===== src/rtl/assert_macros.svh =====
// Assertion macros; clocked on clk, disabled while rst_n is low.
`ifndef ASSERT_MACROS_SVH
`define ASSERT_MACROS_SVH

`ifndef NO_ASSERTIONS

`define ASSERT_IMPL(lbl, ante, cons, msg) \
    lbl: assert property (@(posedge clk) disable iff (!rst_n) (ante) |-> (cons)) \
        else $error(msg);

`define ASSERT_NEXT(lbl, ante, cons, msg) \
    lbl: assert property (@(posedge clk) disable iff (!rst_n) (ante) |=> (cons)) \
        else $error(msg);

`else

`define ASSERT_IMPL(lbl, ante, cons, msg)

`define ASSERT_NEXT(lbl, ante, cons, msg)

`endif

`endif


===== src/rtl/spfl_pkg.sv =====
package spfl_pkg;

    localparam int NUM_SERVERS = 8;
    localparam int IDX_W       = $clog2(NUM_SERVERS);
    localparam int CNT_W       = IDX_W + 1;
    localparam int TIME_W      = 32;
    localparam int ACC_W       = 48;
    localparam int SRV_W       = 32;

    localparam logic signed [ACC_W-1:0] ACC_MAX = {1'b0, {(ACC_W-1){1'b1}}};
    localparam logic signed [ACC_W-1:0] ACC_MIN = {1'b1, {(ACC_W-1){1'b0}}};
    localparam logic [SRV_W-1:0]        SRV_MAX = {SRV_W{1'b1}};

    typedef enum logic [1:0] {
        CMD_ASSIGN  = 2'd0,
        CMD_RELEASE = 2'd1,
        CMD_REPORT  = 2'd2,
        CMD_NOP     = 2'd3
    } cmd_t;

    typedef enum logic [2:0] {
        STAT_ASSIGNED  = 3'd0,
        STAT_NONE_FREE = 3'd1,
        STAT_RELEASED  = 3'd2,
        STAT_REJECTED  = 3'd3,
        STAT_REPORT    = 3'd4
    } status_t;

    typedef enum logic [2:0] {
        ST_IDLE,
        ST_SVC,
        ST_GAP,
        ST_NONE,
        ST_REL,
        ST_RPT
    } state_t;

    typedef enum logic [1:0] {
        SEL_SVC,
        SEL_GAP,
        SEL_RPT
    } unit_sel_t;

    // sequencer -> datapath
    typedef struct packed {
        logic             in_ready;
        logic             cfg_ready;
        logic             pop;
        logic             push;
        logic             wr_svc;
        logic             wr_gap;
        logic             wr_rpt;
        logic             out_load;
        logic             out_last;
        unit_sel_t        unit_sel;
        status_t          out_status;
        logic [IDX_W-1:0] row;
    } ctl_t;

    // datapath -> sequencer
    typedef struct packed {
        logic             accept;
        cmd_t             cmd;
        logic             fifo_empty;
        logic             release_ok;
        logic             out_free;
        logic [CNT_W-1:0] count;
    } sts_t;

    function automatic logic [CNT_W-1:0] clamp_count(input logic [CNT_W-1:0] v);
        logic [CNT_W-1:0] c;
        c = v;
        if (c == '0)
            c = CNT_W'(1);
        if (c > CNT_W'(NUM_SERVERS))
            c = CNT_W'(NUM_SERVERS);
        return c;
    endfunction

endpackage


===== src/rtl/spfl_sat_acc.sv =====
// Shared saturating accumulate: sum = sat48(acc + add_term - sub_term)
module spfl_sat_acc (
    input  logic signed [spfl_pkg::ACC_W-1:0]  acc,
    input  logic        [spfl_pkg::TIME_W-1:0] add_term,
    input  logic        [spfl_pkg::TIME_W-1:0] sub_term,
    output logic signed [spfl_pkg::ACC_W-1:0]  sum
);
    import spfl_pkg::*;

    localparam int EXT_W = ACC_W + 2;

    logic signed [EXT_W-1:0] wide;
    logic                    ovf;

    assign wide = EXT_W'(acc) + $signed(EXT_W'(add_term)) - $signed(EXT_W'(sub_term));
    // top three bits must agree for the result to fit in ACC_W bits
    assign ovf  = (wide[EXT_W-1:ACC_W-1] != '0) && (wide[EXT_W-1:ACC_W-1] != '1);

    always_comb
    begin
        if (!ovf)
            sum = wide[ACC_W-1:0];
        else if (wide[EXT_W-1])
            sum = ACC_MIN;
        else
            sum = ACC_MAX;
    end

endmodule


===== src/rtl/spfl_free_fifo.sv =====
// Circular free list of server indices
module spfl_free_fifo (
    input  logic                        clk,
    input  logic                        rst_n,
    input  logic                        refill,
    input  logic [spfl_pkg::CNT_W-1:0]  refill_count,
    input  logic                        push,
    input  logic [spfl_pkg::IDX_W-1:0]  push_idx,
    input  logic                        pop,
    output logic [spfl_pkg::IDX_W-1:0]  head_idx,
    output logic [spfl_pkg::CNT_W-1:0]  free_count
);
    import spfl_pkg::*;

    logic [IDX_W-1:0] fifo_reg [NUM_SERVERS];
    logic [IDX_W-1:0] head_reg;
    logic [IDX_W-1:0] tail_reg;
    logic [CNT_W-1:0] free_reg;

    assign head_idx   = fifo_reg[head_reg];
    assign free_count = free_reg;

    // Entries past the count are never read before they are written,
    // so a refill can load every slot with its own index.
    always_ff @(posedge clk or negedge rst_n)
    begin
        if (!rst_n)
        begin
            for (int i = 0; i < NUM_SERVERS; i++)
                fifo_reg[i] <= IDX_W'(i);
            head_reg <= '0;
            tail_reg <= IDX_W'(NUM_SERVERS % NUM_SERVERS);
            free_reg <= CNT_W'(NUM_SERVERS);
        end
        else if (refill)
        begin
            for (int i = 0; i < NUM_SERVERS; i++)
                fifo_reg[i] <= IDX_W'(i);
            head_reg <= '0;
            tail_reg <= IDX_W'(refill_count % NUM_SERVERS);
            free_reg <= refill_count;
        end
        else if (push)
        begin
            fifo_reg[tail_reg] <= push_idx;
            tail_reg           <= tail_reg + IDX_W'(1);
            free_reg           <= free_reg + CNT_W'(1);
        end
        else if (pop)
        begin
            head_reg <= head_reg + IDX_W'(1);
            free_reg <= free_reg - CNT_W'(1);
        end
    end

endmodule


===== src/rtl/spfl_ctrl.sv =====
// Command sequencer
module spfl_ctrl (
    input  logic           clk,
    input  logic           rst_n,
    input  spfl_pkg::sts_t sts,
    output spfl_pkg::ctl_t ctl
);
    import spfl_pkg::*;

    state_t           state_reg;
    state_t           state_next;
    logic [IDX_W-1:0] row_reg;
    logic [IDX_W-1:0] row_next;
    logic             row_last;

    assign row_last = (CNT_W'(row_reg) + CNT_W'(1)) == sts.count;

    always_ff @(posedge clk or negedge rst_n)
    begin
        if (!rst_n)
        begin
            state_reg <= ST_IDLE;
            row_reg   <= '0;
        end
        else
        begin
            state_reg <= state_next;
            row_reg   <= row_next;
        end
    end

    always_comb
    begin
        state_next = state_reg;
        row_next   = row_reg;
        case (state_reg)
            ST_IDLE:
            begin
                if (sts.accept)
                begin
                    case (sts.cmd)
                        CMD_ASSIGN:  state_next = sts.fifo_empty ? ST_NONE : ST_SVC;
                        CMD_RELEASE: state_next = ST_REL;
                        CMD_REPORT:  state_next = ST_RPT;
                        default:     state_next = ST_IDLE;
                    endcase
                end
            end
            ST_SVC:
                state_next = ST_GAP;
            ST_GAP, ST_NONE, ST_REL:
            begin
                if (sts.out_free)
                    state_next = ST_IDLE;
            end
            ST_RPT:
            begin
                if (sts.out_free)
                begin
                    if (row_last)
                    begin
                        state_next = ST_IDLE;
                        row_next   = '0;
                    end
                    else
                        row_next = row_reg + IDX_W'(1);
                end
            end
            default:
                state_next = ST_IDLE;
        endcase
    end

    always_comb
    begin
        ctl            = '0;
        ctl.unit_sel   = SEL_SVC;
        ctl.out_status = STAT_ASSIGNED;
        ctl.row        = row_reg;
        case (state_reg)
            ST_IDLE:
            begin
                ctl.in_ready  = 1'b1;
                ctl.cfg_ready = 1'b1;
            end
            ST_SVC:
            begin
                ctl.pop      = 1'b1;
                ctl.wr_svc   = 1'b1;
                ctl.unit_sel = SEL_SVC;
            end
            ST_GAP:
            begin
                ctl.unit_sel   = SEL_GAP;
                ctl.out_status = STAT_ASSIGNED;
                ctl.out_last   = 1'b1;
                ctl.wr_gap     = sts.out_free;
                ctl.out_load   = sts.out_free;
            end
            ST_NONE:
            begin
                ctl.out_status = STAT_NONE_FREE;
                ctl.out_last   = 1'b1;
                ctl.out_load   = sts.out_free;
            end
            ST_REL:
            begin
                ctl.out_status = sts.release_ok ? STAT_RELEASED : STAT_REJECTED;
                ctl.out_last   = 1'b1;
                ctl.out_load   = sts.out_free;
                ctl.push       = sts.out_free && sts.release_ok;
            end
            ST_RPT:
            begin
                ctl.unit_sel   = SEL_RPT;
                ctl.out_status = STAT_REPORT;
                ctl.out_last   = row_last;
                ctl.wr_rpt     = sts.out_free;
                ctl.out_load   = sts.out_free;
            end
            default:
            begin
                ctl.in_ready = 1'b0;
            end
        endcase
    end

endmodule


===== src/rtl/server_pool_free_list_with_stats.sv =====
// Server pool allocator with per-server statistics. Commands come in on the
// s_ stream (cmd in s_tuser); results leave on the m_ stream, one transaction
// per command but a nop, or one row per active server for a report, with
// m_tlast on the final row. The block takes one command at a time: an assign
// passes service and idle-total states, a release or a rejected assign a
// result state, a report a row state per server; an m_ stall holds all but
// the service state. Idle and service totals use one 48-bit saturating
// accumulator: twice per assign (service, then idle total), once per row.
// cfg_data (server_count) is taken only while no command is in progress; it is
// clamped to 1..8 and refills the free list with 0..count-1, keeping statistics.
`include "assert_macros.svh"

module server_pool_free_list_with_stats (
    input  logic         clk,
    input  logic         rst_n,
    input  logic         s_tvalid,
    output logic         s_tready,
    // [2:0] server_index, [34:3] svc_start, [66:35] svc_end,
    // [98:67] report_time, [103:99] zero
    input  logic [103:0] s_tdata,
    // [1:0] cmd
    input  logic [1:0]   s_tuser,
    output logic         m_tvalid,
    input  logic         m_tready,
    // [2:0] server_id, [50:3] idle_total, [98:51] service_total,
    // [130:99] served_count, [135:131] zero
    output logic [135:0] m_tdata,
    // [2:0] status
    output logic [2:0]   m_tuser,
    output logic         m_tlast,
    input  logic         cfg_valid,
    output logic         cfg_ready,
    input  logic [3:0]   cfg_data
);
    import spfl_pkg::*;

    ctl_t ctl;
    sts_t sts;

    logic             in_accept;
    logic             cfg_accept;
    logic [CNT_W-1:0] count_reg;
    logic [CNT_W-1:0] cfg_count;

    logic [IDX_W-1:0]  sidx_reg;
    logic [TIME_W-1:0] start_reg;
    logic [TIME_W-1:0] finish_reg;
    logic [TIME_W-1:0] report_reg;
    logic [IDX_W-1:0]  srv_reg;

    logic [IDX_W-1:0] head_idx;
    logic [CNT_W-1:0] free_count;

    logic [TIME_W-1:0]       last_finish_reg [NUM_SERVERS];
    logic signed [ACC_W-1:0] idle_acc_reg    [NUM_SERVERS];
    logic signed [ACC_W-1:0] service_acc_reg [NUM_SERVERS];
    logic [SRV_W-1:0]        served_reg      [NUM_SERVERS];

    logic signed [ACC_W-1:0] unit_acc;
    logic [TIME_W-1:0]       unit_add;
    logic [TIME_W-1:0]       unit_sub;
    logic signed [ACC_W-1:0] unit_sum;
    logic [SRV_W-1:0]        served_inc;

    logic                    m_tvalid_reg;
    status_t                 status_reg;
    logic [IDX_W-1:0]        id_reg;
    logic signed [ACC_W-1:0] idle_out_reg;
    logic signed [ACC_W-1:0] service_out_reg;
    logic [SRV_W-1:0]        served_out_reg;
    logic                    last_reg;

    logic [IDX_W-1:0]        id_next;
    logic signed [ACC_W-1:0] idle_out_next;
    logic signed [ACC_W-1:0] service_out_next;
    logic [SRV_W-1:0]        served_out_next;

    assign s_tready   = ctl.in_ready;
    assign cfg_ready  = ctl.cfg_ready;
    assign in_accept  = s_tvalid && ctl.in_ready;
    assign cfg_accept = cfg_valid && ctl.cfg_ready;
    assign cfg_count  = clamp_count(cfg_data);

    assign sts.accept     = in_accept;
    assign sts.cmd        = cmd_t'(s_tuser);
    assign sts.fifo_empty = (free_count == '0);
    assign sts.release_ok = (CNT_W'(sidx_reg) < count_reg) && (free_count < count_reg);
    assign sts.out_free   = !m_tvalid_reg || m_tready;
    assign sts.count      = count_reg;

    spfl_ctrl u_ctrl (
        .clk   (clk),
        .rst_n (rst_n),
        .sts   (sts),
        .ctl   (ctl)
    );

    spfl_free_fifo u_fifo (
        .clk          (clk),
        .rst_n        (rst_n),
        .refill       (cfg_accept),
        .refill_count (cfg_count),
        .push         (ctl.push),
        .push_idx     (sidx_reg),
        .pop          (ctl.pop),
        .head_idx     (head_idx),
        .free_count   (free_count)
    );

    always_ff @(posedge clk or negedge rst_n)
    begin
        if (!rst_n)
            count_reg <= CNT_W'(NUM_SERVERS);
        else if (cfg_accept)
            count_reg <= cfg_count;
    end

    always_ff @(posedge clk)
    begin
        if (in_accept)
        begin
            sidx_reg   <= s_tdata[2:0];
            start_reg  <= s_tdata[34:3];
            finish_reg <= s_tdata[66:35];
            report_reg <= s_tdata[98:67];
        end
        if (ctl.pop)
            srv_reg <= head_idx;
    end

    // operand select for the shared accumulator
    always_comb
    begin
        case (ctl.unit_sel)
            SEL_SVC:
            begin
                unit_acc = service_acc_reg[head_idx];
                unit_add = finish_reg;
                unit_sub = start_reg;
            end
            SEL_GAP:
            begin
                unit_acc = idle_acc_reg[srv_reg];
                unit_add = start_reg;
                unit_sub = last_finish_reg[srv_reg];
            end
            SEL_RPT:
            begin
                unit_acc = idle_acc_reg[ctl.row];
                unit_add = report_reg;
                unit_sub = last_finish_reg[ctl.row];
            end
            default:
            begin
                unit_acc = '0;
                unit_add = '0;
                unit_sub = '0;
            end
        endcase
    end

    spfl_sat_acc u_acc (
        .acc      (unit_acc),
        .add_term (unit_add),
        .sub_term (unit_sub),
        .sum      (unit_sum)
    );

    assign served_inc = (served_reg[srv_reg] == SRV_MAX) ? SRV_MAX
                                                         : served_reg[srv_reg] + SRV_W'(1);

    always_ff @(posedge clk or negedge rst_n)
    begin
        if (!rst_n)
        begin
            for (int i = 0; i < NUM_SERVERS; i++)
            begin
                last_finish_reg[i] <= '0;
                idle_acc_reg[i]    <= '0;
                service_acc_reg[i] <= '0;
                served_reg[i]      <= '0;
            end
        end
        else
        begin
            if (ctl.wr_svc)
                service_acc_reg[head_idx] <= unit_sum;
            if (ctl.wr_gap)
            begin
                idle_acc_reg[srv_reg]    <= unit_sum;
                last_finish_reg[srv_reg] <= finish_reg;
                served_reg[srv_reg]      <= served_inc;
            end
            if (ctl.wr_rpt)
                idle_acc_reg[ctl.row] <= unit_sum;
        end
    end

    always_comb
    begin
        id_next          = '0;
        idle_out_next    = '0;
        service_out_next = '0;
        served_out_next  = '0;
        case (ctl.out_status)
            STAT_ASSIGNED:
            begin
                id_next          = srv_reg;
                idle_out_next    = unit_sum;
                service_out_next = service_acc_reg[srv_reg];
                served_out_next  = served_inc;
            end
            STAT_REPORT:
            begin
                id_next          = ctl.row;
                idle_out_next    = unit_sum;
                service_out_next = service_acc_reg[ctl.row];
                served_out_next  = served_reg[ctl.row];
            end
            STAT_RELEASED, STAT_REJECTED:
                id_next = sidx_reg;
            default:
                id_next = '0;
        endcase
    end

    always_ff @(posedge clk or negedge rst_n)
    begin
        if (!rst_n)
            m_tvalid_reg <= 1'b0;
        else if (ctl.out_load)
            m_tvalid_reg <= 1'b1;
        else if (m_tready)
            m_tvalid_reg <= 1'b0;
    end

    always_ff @(posedge clk)
    begin
        if (ctl.out_load)
        begin
            status_reg      <= ctl.out_status;
            id_reg          <= id_next;
            idle_out_reg    <= idle_out_next;
            service_out_reg <= service_out_next;
            served_out_reg  <= served_out_next;
            last_reg        <= ctl.out_last;
        end
    end

    assign m_tvalid = m_tvalid_reg;
    assign m_tuser  = status_reg;
    assign m_tlast  = last_reg;
    assign m_tdata  = {5'b0, served_out_reg, service_out_reg, idle_out_reg, id_reg};

    `ASSERT_IMPL(a_free_within_count, 1'b1, free_count <= count_reg, "free count above server count")
    `ASSERT_IMPL(a_pop_not_empty, ctl.pop, free_count != '0, "pop from empty free list")
    `ASSERT_IMPL(a_load_slot_free, ctl.out_load, !m_tvalid_reg || m_tready, "result overwritten")
    `ASSERT_NEXT(a_push_counts, ctl.push && !cfg_accept, free_count == $past(free_count) + CNT_W'(1), "release not counted")

endmodule


===== config.mk =====
export PLATFORM = sky130hd
export DESIGN_NAME = server_pool_free_list_with_stats
export DESIGN_NICKNAME = d
export VERILOG_FILES = /design/src/rtl/spfl_pkg.sv /design/src/rtl/spfl_sat_acc.sv /design/src/rtl/spfl_free_fifo.sv /design/src/rtl/spfl_ctrl.sv /design/src/rtl/server_pool_free_list_with_stats.sv
export VERILOG_INCLUDE_DIRS = /design/src /design/src/rtl
export SDC_FILE = /design/constraint.sdc
export NUM_CORES = 2
export LEC_CHECK = 0
export ABC_CLOCK_PERIOD_IN_PS = 10980
export BUFFER_PORTS_ARGS = -buffer_cell sky130_fd_sc_hd__buf_2
export CAP_MARGIN = 20
export CORE_MARGIN = 4
export CORE_UTILIZATION = 40
export DETAILED_ROUTE_END_ITERATION = 12
export GPL_ROUTABILITY_DRIVEN = 0
export SETUP_SLACK_MARGIN = 0.15
export SYNTH_ARGS = -nofsm -noshare
export SYNTH_HDL_FRONTEND = slang
export SYNTH_HIERARCHICAL = 1
export SYNTH_SLANG_ARGS = --single-unit

===== constraint.sdc =====
create_clock -name clk -period 10.98 [get_ports clk]
set_input_delay 2.745 -clock clk [delete_from_list [all_inputs] [get_ports clk]]
set_output_delay 2.745 -clock clk [all_outputs]
set_load 0.01 [all_outputs]

==> results.json <==
{
  "row_count": 171,
  "synth-main-ff-cell": "dfrtp_1",
  "clkTransAtPathRegs_ps": 60,
  "top_layer_used": "met5",
  "r2r-start": "u_fifo/head_reg[0]",
  "status": "completed",
  "worst_clock_skew_ps": 36.69,
  "ff2ff_path_depth": 25,
  "synth-seq-cells": 1562,
  "crit_type": "flip-flop to flip-flop",
  "core_mm2": 0.2172,
  "clock.fmax_ghz": 0.1100,
  "grt_max_degree": 177,
  "wl_met1_mm": 123.1,
  "start_util_pct": 40.25,
  "ys_async_sr_fraction_pct": 84.83,
  "drc": 0,
  "synth_edf_count": 237,
  "cap_violations": 0,
  "dp_slack_ps": 2100,
  "numPortBuffers": 247,
  "hold_violations": 0,
  "drive_above_1_share_pct": 28.88,
  "htree_levels": 4,
  "fin_ws_ps": 1892,
  "syn_area_per_cell_um2": 11.50,
  "cts_tree": "yes",
  "final_nets": 7731,
  "startpoint_type": "flip-flop",
  "endpoint_kind": "flip-flop",
  "holdWs_ps": 494.5,
  "avgViaCountPerCell": 6.198,
  "tightest_slew_ps": 1174,
  "grt_usage_pct": 25.46,
  "met3_length_mm": 30.69,
  "cp_max_fo": 60,
  "cts_setup_buffers": 0,
  "critPathArrivalTime_ps": 9630,
  "finalSetupTns_ps": 0,
  "hold_end": "last_finish_reg[25]",
  "netlist_area_mm2": 0.08742,
  "cts_buffer_depth": 3,
  "regToRegSetupSlack_ps": 1890,
  "min_from": "last_finish_reg[25]",
  "ys_seq_area_share_pct": 46.09,
  "ant_nets": 0,
  "drt_iter0_drc": 7249,
  "cts_num_sinks": 1562,
  "cp_data_required_time_ps": 11530,
  "fin_crit_ps": 9088,
  "route.met2.wl_mm": 128.6,
  "grt.overflow.total": 0,
  "ios": 258,
  "first_pass_iters": 6,
  "maxSlewHeadroom_pct": 21.58,
  "clk-insertion-delay-late_ps": 840,
  "grt_pass1_vias": 65117,
  "holdCritPathClass": "flip-flop to flip-flop",
  "hold_depth": 2,
  "setup_viol": 0,
  "antenna_found_initial": 17,
  "die_w_um": 475.5,
  "timing.rr.end": "idle_out_reg[9]",
  "numCtsBuffers": 174,
  "grt_pass1_wl_mm": 434.5,
  "cts-root-buf": "clkbuf_16",
  "postCtsHoldBufs": 0,
  "hpwl_mm": 172.8,
  "syn_inst": 7602,
  "die_area_mm2": 0.2261,
  "slew_viol_final": 0,
  "ys_types": 97,
  "rsz0062_at_grt": "no",
  "vias": 65226,
  "finalCritPeriodShare_pct": 82.77,
  "yosysWarnings": 6,
  "cts_resized": 0,
  "routedWlPerCell_um": 27.79,
  "syn_to_final_growth_pct": 11.29,
  "drt_wl_total_mm": 292.4,
  "die_height_um": 475.5
}
[metal layers]
layer	vias up	track usage, %
met5	-	0
met4	6	8.311
met3	634	6.160
met2	3418	38.19
met1	33506	36.35
li1	27662	-
[layout by cell type (no fill, tap or decap), types with 28 or more instances in the layout]
cell type / instances
a311oi_1: 56
nor2_1: 323
buf_4: 152
xor2_1: 31
mux4_2: 495
o2111ai_1: 28
clkbuf_8: 32
mux2_2: 900
o21ai_0: 351
xnor2_1: 36
edfxtp_1: 237
and2_1: 60
nand3_1: 32
a211oi_1: 84
nand2_1: 1315
dfrtp_1: 1308
fa_1: 33
clkbuf_1: 34
a21oi_1: 247
nor2b_1: 31
clkbuf_16: 178
o22ai_1: 146
buf_2: 246
inv_1: 169
o21ai_1: 49
ha_1: 63
a22oi_1: 35
a221oi_1: 92
mux2i_1: 380
[stage by stage]
stage,area [µm²],utilization [%],std cells
2_1_floorplan,87430,-,7606
3_3_place_gp,91380,42.08,10191
3_5_place_dp,91420,42.09,10195
4_1_cts,97240,44.78,10515
5_1_grt,97270,44.79,10519
6_report,97280,44.80,10524
[layout make-up]
class                   count  area, µm²
diodes                      6      15.01
clock buffers             243       5009
clock inverters            77      815.8
fillers                 19926     119900
inverters                 175      666.9
multi-input cells        5186      44090
flip-flops and latches   1562      40300
well taps                2854       3571
repair buffers            421       2818
[cell usage after synthesis (14+ instances only)]
cell type | instances | area, µm²
nand2_1 | 1320 | 4955
dfrtp_1 | 1311 | 32810
mux2_2 | 902 | 10160
clkbuf_1 | 516 | 1937
mux4_2 | 495 | 11150
o21ai_0 | 384 | 1922
mux2i_1 | 380 | 3804
nor2_1 | 339 | 1272
a21oi_1 | 249 | 1246
edfxtp_1 | 237 | 7117
inv_1 | 170 | 638.1
o22ai_1 | 146 | 913.4
buf_1 | 97 | 364.1
a221oi_1 | 92 | 805.8
a211oi_1 | 84 | 630.6
ha_1 | 63 | 788.3
and2_1 | 62 | 387.9
a311oi_1 | 56 | 490.5
nand3_1 | 36 | 180.2
xnor2_1 | 36 | 315.3
a22oi_1 | 35 | 262.8
buf_2 | 35 | 175.2
nor2b_1 | 34 | 212.7
fa_1 | 33 | 660.6
xor2_1 | 31 | 271.5
a31oi_1 | 29 | 181.4
o31ai_1 | 29 | 217.7
and3_1 | 28 | 175.2
o2111ai_1 | 28 | 245.2
nor3_1 | 25 | 125.1
o21ai_1 | 23 | 115.1
a21o_1 | 22 | 165.2
nand4_1 | 21 | 131.4
o211ai_1 | 20 | 150.1
buf_4 | 17 | 127.6
buf_6 | 17 | 191.4
o221ai_1 | 15 | 131.4
dfstp_2 | 14 | 367.9
nand2b_1 | 14 | 87.58
[worst max-delay path by stage]
| stage | cells past startpoint | endpoint | slack, ps | startpoint |
|---|---|---|---|---|
| after floorplan | 3 | id_reg[0] | 750 | m_tready |
| after global placement | 24 | idle_out_reg[7] | 2140 | u_fifo/head_reg[0] |
| after detailed placement | 24 | idle_out_reg[9] | 2100 | u_fifo/head_reg[0] |
| after CTS | 24 | idle_out_reg[9] | 2070 | u_fifo/head_reg[0] |
| after global routing | 24 | idle_out_reg[9] | 1750 | u_fifo/head_reg[0] |
| final | 25 | idle_out_reg[9] | 1890 | u_fifo/head_reg[0] |
[logic make-up (layout without fill, tap and decap cells)]
| family | after synthesis | count (layout) | share of synthesized area [%] |
|---|---|---|---|
| simple gates | 1955 | 1955 | 9.367 |
| mux | 1784 | 1784 | 28.92 |
| flops | 1562 | 1562 | 46.09 |
| compound gates | 1277 | 1277 | 9.279 |
| buf+inv | 858 | 916 | 3.966 |
| fa+ha+maj | 96 | 96 | 1.657 |
| xor+xnor | 69 | 69 | 0.7157 |
| other cells | 1 | 11 | 0.004290 |
[worst max-delay path, cell delays in order (launching register included)]
cell and delay (ps):
dfrtp_1 590, mux4_1 660, mux2_8 450, buf_12 420
mux4_2 410, mux2i_1 70, nor2_1 390, a21oi_1 80
o22ai_1 320, inv_1 150, fa_1 550, inv_1 40
ha_1 380, and3_1 230, nor2b_1 270, nand3_1 170
nand2_1 230, a41o_1 370, o31a_1 470, a21boi_2 130
or2_4 280, o22ai_4 480, buf_4 500, o21ai_1 310
buf_4 290, and2_1 220
Power is not shown: default switching activity piles up to over one toggle a cycle in this logic, so the estimate is an artifact.
